===== src/hw/rtl/ftcs_pkg.sv =====
// Shared types and constants for the FTCS heat equation stepper.
// Used by ftcs_point_unit and heat_equation_ftcs_stepper_unit; no dependencies.
package ftcs_pkg;

  localparam int MAX_POINTS = 64;
  localparam int ADDR_W     = $clog2(MAX_POINTS);
  localparam int POS_W      = 6;
  localparam int VAL_W      = 32;
  localparam int LAMBDA_W   = 16;
  localparam int LAST_W     = 6;
  localparam int LAP_W      = VAL_W + 3;
  localparam int PROD_W     = LAP_W + LAMBDA_W + 1;
  localparam int FRAC_W     = 16;
  localparam int SUM_W      = PROD_W - FRAC_W + 1;

  localparam logic [LAMBDA_W-1:0] LAMBDA_MAX = 16'h8000;
  localparam logic [LAMBDA_W-1:0] LAMBDA_RST = 16'h4000;
  localparam logic [LAST_W-1:0]   LAST_RST   = 6'd63;
  localparam logic [LAST_W-1:0]   LAST_MIN   = 6'd2;

  localparam logic CMD_LOAD = 1'b0;
  localparam logic CMD_STEP = 1'b1;

  localparam logic CFG_LAMBDA = 1'b0;
  localparam logic CFG_LAST   = 1'b1;

  typedef enum logic [2:0] {
    ST_IDLE,
    ST_LOAD0,
    ST_LAP,
    ST_MUL,
    ST_FIN
  } state_t;

  typedef struct packed {
    logic lap_en;
    logic mul_en;
  } pu_ctrl_t;

endpackage


===== src/hw/rtl/ftcs_point_unit.sv =====
// Shared stencil unit: Laplacian, gain multiply, rounding and saturating add.
// Depends on ftcs_pkg; stepped by the sequencer in the top level.
module ftcs_point_unit import ftcs_pkg::*; (
  input  logic                       clk,
  input  pu_ctrl_t                   ctrl,
  input  logic signed [VAL_W-1:0]    left_val,
  input  logic signed [VAL_W-1:0]    center_val,
  input  logic signed [VAL_W-1:0]    right_val,
  input  logic        [LAMBDA_W-1:0] lambda,
  output logic signed [VAL_W-1:0]    result
);

  logic signed [LAP_W-1:0]  lap_r;
  logic signed [PROD_W-1:0] prod_r;
  logic signed [PROD_W-1:0] prod_rnd;
  logic signed [SUM_W-1:0]  delta;
  logic signed [SUM_W-1:0]  sum;

  localparam logic signed [SUM_W-1:0] SAT_HI = SUM_W'(64'sh7FFF_FFFF);
  localparam logic signed [SUM_W-1:0] SAT_LO = -SUM_W'(64'sh8000_0000);

  always_ff @(posedge clk) begin
    if (ctrl.lap_en) begin
      lap_r <= LAP_W'(left_val) - (LAP_W'(center_val) <<< 1) + LAP_W'(right_val);
    end
    if (ctrl.mul_en) begin
      prod_r <= PROD_W'(lap_r) * $signed({1'b0, lambda});
    end
  end

  // round half up, then floor by the fraction width
  always_comb begin
    prod_rnd = prod_r + PROD_W'(1 << (FRAC_W - 1));
    delta    = SUM_W'(prod_rnd >>> FRAC_W);
    sum      = delta + SUM_W'(center_val);
    if (sum > SAT_HI) begin
      result = VAL_W'(SAT_HI);
    end else if (sum < SAT_LO) begin
      result = VAL_W'(SAT_LO);
    end else begin
      result = VAL_W'(sum);
    end
  end

endmodule


===== src/hw/rtl/heat_equation_ftcs_stepper_unit.sv =====
// Top level of the FTCS heat equation stepper: sequencer, row memory, output register.
// Depends on ftcs_pkg and ftcs_point_unit.
//
// Load requests (tuser 0) write one point of the row. A step request
// (tuser 1) walks the stored row from index 0 to the right boundary and emits
// one result per point, tlast on the boundary; the shared stencil unit takes
// each point through Laplacian, multiply, and round and saturate in turn, and
// an output stall holds the walk. in_tready is low for the whole step. Every
// row point read by a step must have been loaded first.
module heat_equation_ftcs_stepper_unit import ftcs_pkg::*; (
  input  logic                clk,
  input  logic                rst_n,
  input  logic                in_tvalid,
  output logic                in_tready,
  input  logic [71:0]         in_tdata,   // position[5:0], value_left[37:6], value_right[69:38]
  input  logic                in_tuser,   // command
  output logic                out_tvalid,
  input  logic                out_tready,
  output logic [39:0]         out_tdata,  // position_res[5:0], value[37:6]
  output logic                out_tlast,
  input  logic                cfg_we,
  input  logic                cfg_addr,
  input  logic [LAMBDA_W-1:0] cfg_wdata
);

  state_t state_r, state_nxt;

  logic [LAMBDA_W-1:0]      lambda_r;
  logic [LAST_W-1:0]        last_r;
  logic [ADDR_W-1:0]        eff_last;
  logic [ADDR_W-1:0]        idx_r, idx_nxt;
  logic [ADDR_W-1:0]        rd_addr;
  logic [ADDR_W-1:0]        wr_addr;
  logic                     wr_en;
  logic signed [VAL_W-1:0]  wr_data;
  logic signed [VAL_W-1:0]  mem [MAX_POINTS];
  logic signed [VAL_W-1:0]  rd_data_r;
  logic signed [VAL_W-1:0]  prev_r, cur_r, right_r;
  logic signed [VAL_W-1:0]  bnd_left_r, bnd_right_r;
  logic signed [VAL_W-1:0]  pu_result;
  logic signed [VAL_W-1:0]  point_val;
  pu_ctrl_t                 pu_ctrl;
  logic                     in_go, fin_go;
  logic [POS_W-1:0]         in_pos;
  logic                     out_valid_r;
  logic [POS_W-1:0]         out_pos_r;
  logic signed [VAL_W-1:0]  out_val_r;
  logic                     out_last_r;

  assign in_pos = in_tdata[POS_W-1:0];
  assign in_go  = in_tvalid && in_tready;
  assign fin_go = (state_r == ST_FIN) && (!out_valid_r || out_tready);

  // config registers
  always_ff @(posedge clk) begin
    if (!rst_n) begin
      lambda_r <= LAMBDA_RST;
      last_r   <= LAST_RST;
    end else if (cfg_we) begin
      unique case (cfg_addr)
        CFG_LAMBDA: lambda_r <= (cfg_wdata > LAMBDA_MAX) ? LAMBDA_MAX : cfg_wdata;
        CFG_LAST:   last_r   <= cfg_wdata[LAST_W-1:0];
        default:    ;
      endcase
    end
  end

  always_comb begin
    if (last_r < LAST_MIN) begin
      eff_last = ADDR_W'(LAST_MIN);
    end else if (32'(last_r) > MAX_POINTS - 1) begin
      eff_last = ADDR_W'(MAX_POINTS - 1);
    end else begin
      eff_last = ADDR_W'(last_r);
    end
  end

  // sequencer
  always_ff @(posedge clk) begin
    if (!rst_n) begin
      state_r <= ST_IDLE;
      idx_r   <= '0;
    end else begin
      state_r <= state_nxt;
      idx_r   <= idx_nxt;
    end
  end

  always_comb begin
    state_nxt      = state_r;
    idx_nxt        = idx_r;
    in_tready      = 1'b0;
    pu_ctrl.lap_en = 1'b0;
    pu_ctrl.mul_en = 1'b0;
    rd_addr        = ADDR_W'(idx_r + ADDR_W'(2));
    wr_en          = 1'b0;
    wr_addr        = idx_r;
    wr_data        = point_val;
    unique case (state_r)
      ST_IDLE: begin
        in_tready = 1'b1;
        rd_addr   = '0;
        if (in_go) begin
          if (in_tuser == CMD_STEP) begin
            idx_nxt   = '0;
            state_nxt = ST_LOAD0;
          end else if (32'(in_pos) < MAX_POINTS) begin
            wr_en   = 1'b1;
            wr_addr = ADDR_W'(in_pos);
            wr_data = in_tdata[POS_W +: VAL_W];
          end
        end
      end
      ST_LOAD0: begin
        rd_addr   = ADDR_W'(1);
        state_nxt = ST_LAP;
      end
      ST_LAP: begin
        pu_ctrl.lap_en = 1'b1;
        state_nxt      = ST_MUL;
      end
      ST_MUL: begin
        pu_ctrl.mul_en = 1'b1;
        state_nxt      = ST_FIN;
      end
      ST_FIN: begin
        if (fin_go) begin
          wr_en = 1'b1;
          if (idx_r == eff_last) begin
            state_nxt = ST_IDLE;
          end else begin
            idx_nxt   = idx_r + ADDR_W'(1);
            state_nxt = ST_LAP;
          end
        end
      end
      default: state_nxt = ST_IDLE;
    endcase
  end

  // row memory; old value at idx+1 is read before idx is rewritten
  always_ff @(posedge clk) begin
    if (wr_en) begin
      mem[wr_addr] <= wr_data;
    end
    rd_data_r <= mem[rd_addr];
  end

  // sliding window over the old row
  always_ff @(posedge clk) begin
    if (in_go && in_tuser == CMD_STEP) begin
      bnd_left_r  <= in_tdata[POS_W +: VAL_W];
      bnd_right_r <= in_tdata[POS_W + VAL_W +: VAL_W];
    end
    if (state_r == ST_LOAD0) begin
      cur_r <= rd_data_r;
    end
    if (state_r == ST_LAP) begin
      right_r <= rd_data_r;
    end
    if (fin_go) begin
      prev_r <= cur_r;
      cur_r  <= right_r;
    end
  end

  ftcs_point_unit u_point (
    .clk        (clk),
    .ctrl       (pu_ctrl),
    .left_val   (prev_r),
    .center_val (cur_r),
    .right_val  (rd_data_r),
    .lambda     (lambda_r),
    .result     (pu_result)
  );

  always_comb begin
    if (idx_r == '0) begin
      point_val = bnd_left_r;
    end else if (idx_r == eff_last) begin
      point_val = bnd_right_r;
    end else begin
      point_val = pu_result;
    end
  end

  // output register
  always_ff @(posedge clk) begin
    if (!rst_n) begin
      out_valid_r <= 1'b0;
    end else if (fin_go) begin
      out_valid_r <= 1'b1;
    end else if (out_tready) begin
      out_valid_r <= 1'b0;
    end
  end

  always_ff @(posedge clk) begin
    if (fin_go) begin
      out_pos_r  <= POS_W'(idx_r);
      out_val_r  <= point_val;
      out_last_r <= (idx_r == eff_last);
    end
  end

  assign out_tvalid = out_valid_r;
  assign out_tdata  = {2'b00, out_val_r, out_pos_r};
  assign out_tlast  = out_last_r;

  a_last_pos: assert property (@(posedge clk) disable iff (!rst_n)
    out_tvalid && out_tlast |-> out_tdata[POS_W-1:0] == POS_W'(eff_last))
    else $error("end of row flagged away from the right boundary");

  a_step_start: assert property (@(posedge clk) disable iff (!rst_n)
    in_tvalid && in_tready && in_tuser == CMD_STEP |=> state_r == ST_LOAD0)
    else $error("step request did not start the row walk");

  a_lambda_cap: assert property (@(posedge clk) disable iff (!rst_n)
    lambda_r <= LAMBDA_MAX)
    else $error("gain above one half");

  a_fin_out: assert property (@(posedge clk) disable iff (!rst_n)
    fin_go |=> out_tvalid)
    else $error("finished point not presented");

endmodule

===== config.mk =====
export PLATFORM = sky130hd
export DESIGN_NAME = heat_equation_ftcs_stepper_unit
export DESIGN_NICKNAME = d
export VERILOG_FILES = /design/src/hw/rtl/ftcs_pkg.sv /design/src/hw/rtl/ftcs_point_unit.sv /design/src/hw/rtl/heat_equation_ftcs_stepper_unit.sv
export SDC_FILE = /design/constraint.sdc
export NUM_CORES = 2
export LEC_CHECK = 0
export BUFFER_PORTS_ARGS = -buffer_cell sky130_fd_sc_hd__buf_2
export CAP_MARGIN = 20
export CORE_ASPECT_RATIO = 1.25
export CORE_MARGIN = 2
export CORE_UTILIZATION = 50
export CTS_CLUSTER_DIAMETER = 40
export DETAILED_ROUTE_END_ITERATION = 16
export PLACE_DENSITY = 0.66
export SLEW_MARGIN = 20
export SYNTH_ARGS = -nofsm -noshare
export SYNTH_HDL_FRONTEND = slang
export SYNTH_SLANG_ARGS = --single-unit

===== constraint.sdc =====
create_clock -name clk -period 10.25 [get_ports clk]
set_clock_uncertainty 0.05 [all_clocks]
set_input_delay 2.05 -clock clk [delete_from_list [all_inputs] [get_ports clk]]
set_output_delay 2.05 -clock clk [all_outputs]
set_load 0.005 [all_outputs]

==> qor.csv <==
metric,value,unit
status,"finished, final reports clean",
grt_overflow,0,
cp-end-kind,flip-flop,
syn_to_final_growth,12.2,%
p_comb_frac,0.110,
grt_pass1_vias,67900,
grt_max_degree,136,
place_congestion,0.878,
clockBufferDepth,4,
max_stage_delay,900,ps
setup.worst_path.start_class,flip-flop,
cts_sinks,2383,
antenna_found_initial,19,
cts_tree,yes,
synth.mux.area_fraction,0.104,
p_sw,5.53,mW
slew_headroom,0.102,
p_leak,45.6,nW
multi_input_area,39900,µm²
crit_family,adder cells,
cts_hold_buf,0,
ys.flop_type,edfxtp_1,
drc,0,
critPathSlowestCell,dfxtp_1,
fin_crit_sh,0.798,
synth_compound_area_frac,0.0335,
regArea,70900,µm²
synth_common_cells,"edfxtp_1 (2319), nand2_1 (1089), inv_1 (779), fa_1 (562), mux4_2 (512)",
period_needed,8180,ps
drt-pass1-iter-count,5,
antenna_left,0,
switching_share,0.240,
die_height,539,µm
yosysTopAreaCellShare,0.608,
grtUsageTotal,0.257,
die_area,233000,µm²
internal_power,17.5,mW
grt_pass1_wl,438000,µm
h-tree-depth,5,
yosysSeqAreaShare,0.619,
fillers,17500,
yosys-top-cells-area,"edfxtp_1 (61%), mux4_2 (10%), fa_1 (9.8%)",
synth-warning-count,0,
setup_viol,0,
timing.final.ws_setup,2070,ps
yosys.area_share.simple,0.0742,
synth_top_family_by_area,adder cells,
ys_async_sr_fraction,0,
fp-row-count,196,
dp_cells,10400,
drtIter0Drc,6228,
syn_avg_cell_area,15.4,µm²
critPathBufInv,6,
cp_max_fo,21,
slew_viol_final,0,
p_seq_frac,0.476,
die_x,432,µm
cp.required,10730,ps
clkLatencyLatePin,840,ps
vias,64500,
ir_drop,0.000123,V
hold_viol,0,
io_pins,138,
clkPwrFrac,0.414,
postCtsSetupRepairBufs,0,
cp.arrival,8660,ps
clkSlewWorstSetupHoldPaths,60,ps
syn_area,115000,µm²
numCtsBuffers,268,
critPathKind,reg -> reg,
final_cell_count_no_fill,10800,
synth_seq_cells,2383,
synthAdderAreaFrac,0.120,
port_buffers,133,
pre_cts_slack,2160,ps
synth_cells,7446,
max_freq,122,MHz
hold_path.class,reg -> reg,
wirelength,297000,µm
routedWlPerCell,27.4,µm
vias_per_cell,5.95,
fin_setup_tns,0,ps
root_buffer,clkbuf_16,
maxCapViolations,0,
core,228000,µm²
yosysMostFrequentCell,edfxtp_1,
rsz0062_at_grt,no,
yosysUniqueCellTypes,81,
dpl.hpwl,183000,µm
synth-edff-count,2319,
power_density,180,nW/µm²
post_cts_resized,0,
drive_gt1_frac,0.180,
timing.critical_path.mode_cell,fa_1,
synth_top_cell_by_area,edfxtp_1,
synth_xor_area_frac,0.0105,
p_total,23.1,mW
tightest_slew,1340,ps
nNetsFinal,8516,
initial_core_util,0.503,
## sequential cells by signal, summed over array words and instances (netlist names)
signal / flops
out_val_r: 32
right_r: 32
out_pos_r: 6
bnd_right_r: 32
u_point.prod_r: 37
cur_r: 32
last_r: 6
prev_r: 32
lambda_r: 16
state_r: 3
mem: 2048
out_tvalid: 1
rd_data_r: 32
bnd_left_r: 32
u_point.lap_r: 35
out_tlast: 1
idx_r: 6
## layout make-up
cell class | count | share of cell area
diodes | 10 | 0.000195
inverters | 780 | 0.0228
clock buffers | 313 | 0.0551
well taps | 2970 | 0.0289
clock inverters | 154 | 0.0130
multi-input cells | 3914 | 0.311
flip-flops and latches | 2383 | 0.552
repair buffers | 315 | 0.0170
## worst register-to-register path: cells and delay by family (launching register included)
kind	cells	cell delay, ps
and+or+nand+nor	4	820
adders and majority gates	7	3400
xor gates and xnor gates	1	100
AOI/OAI and AO/OA	7	2190
DFF	1	900
buffers and inverters	6	460
## metal layers
metal	global-route usage	vias up	share of wire
met5	0	-	0.000071
met4	0.105	4	0.045
met3	0.0371	548	0.074
met2	0.450	2670	0.52
met1	0.318	33900	0.37
li1	-	27400	-
## path summary, 6_finish.rpt
path	from	end	slack, ps	cells past startpoint
setup / recovery	lambda_r[8]	u_point.prod_r[51]	2070	25
hold / removal	rd_data_r[11]	right_r[11]	370	0
setup reg to reg	lambda_r[8]	u_point.prod_r[51]	2070	25
hold reg to reg	rd_data_r[11]	right_r[11]	370	0
## metrics by stage
step | area, µm² | utilization | hold slack (ps)
finish | 128000 | 0.564 | 372
global route | 128000 | 0.564 | 372
CTS | 128000 | 0.563 | 365
detailed placement | 120000 | 0.525 | 364
global placement | 120000 | 0.525 | 364
floorplan | 115000 | - | 356
## cells in the final DEF, fill, tap and decap left out, types with 52 or more instances in the layout
| cell | Yosys | layout |
|---|---|---|
| edfxtp_1 | 2319 | 2319 |
| nand2_1 | 1089 | 1089 |
| inv_1 | 779 | 778 |
| fa_1 | 562 | 562 |
| mux4_2 | 512 | 512 |
| nand3_1 | 280 | 280 |
| clkbuf_16 | 0 | 277 |
| ha_1 | 197 | 197 |
| buf_4 | 3 | 171 |
| and2_1 | 168 | 168 |
| buf_2 | 62 | 133 |
| o21ai_0 | 124 | 121 |
| a21oi_1 | 114 | 113 |
| nor2_1 | 167 | 100 |
| xnor2_1 | 95 | 95 |
| and3_1 | 68 | 67 |
| nor2_4 | 0 | 67 |
| dfxtp_1 | 64 | 58 |
| a311oi_1 | 72 | 54 |
| a31oi_1 | 54 | 52 |
## logic make-up after synthesis
| family | count (synthesis) |
|---|---|
| simple gates | 1910 |
| flops | 2383 |
| buf+inv | 1150 |
| mux | 546 |
| xor+xnor | 137 |
| fa+ha+maj | 759 |
| compound gates | 560 |
| other cells | 1 |
## power by group through the flow
stage / clock network [mW] / registers, mW / logic (mW)
after floorplan: 0 / 11.1 / 1.75
after global placement: 0 / 11.2 / 2.50
after detailed placement: 0 / 11.2 / 2.52
after CTS: 9.69 / 11.0 / 2.56
after global routing: 10.1 / 11.0 / 2.79
final: 9.56 / 11.0 / 2.54
No activity file was read; power rests on OpenSTA's default activity.
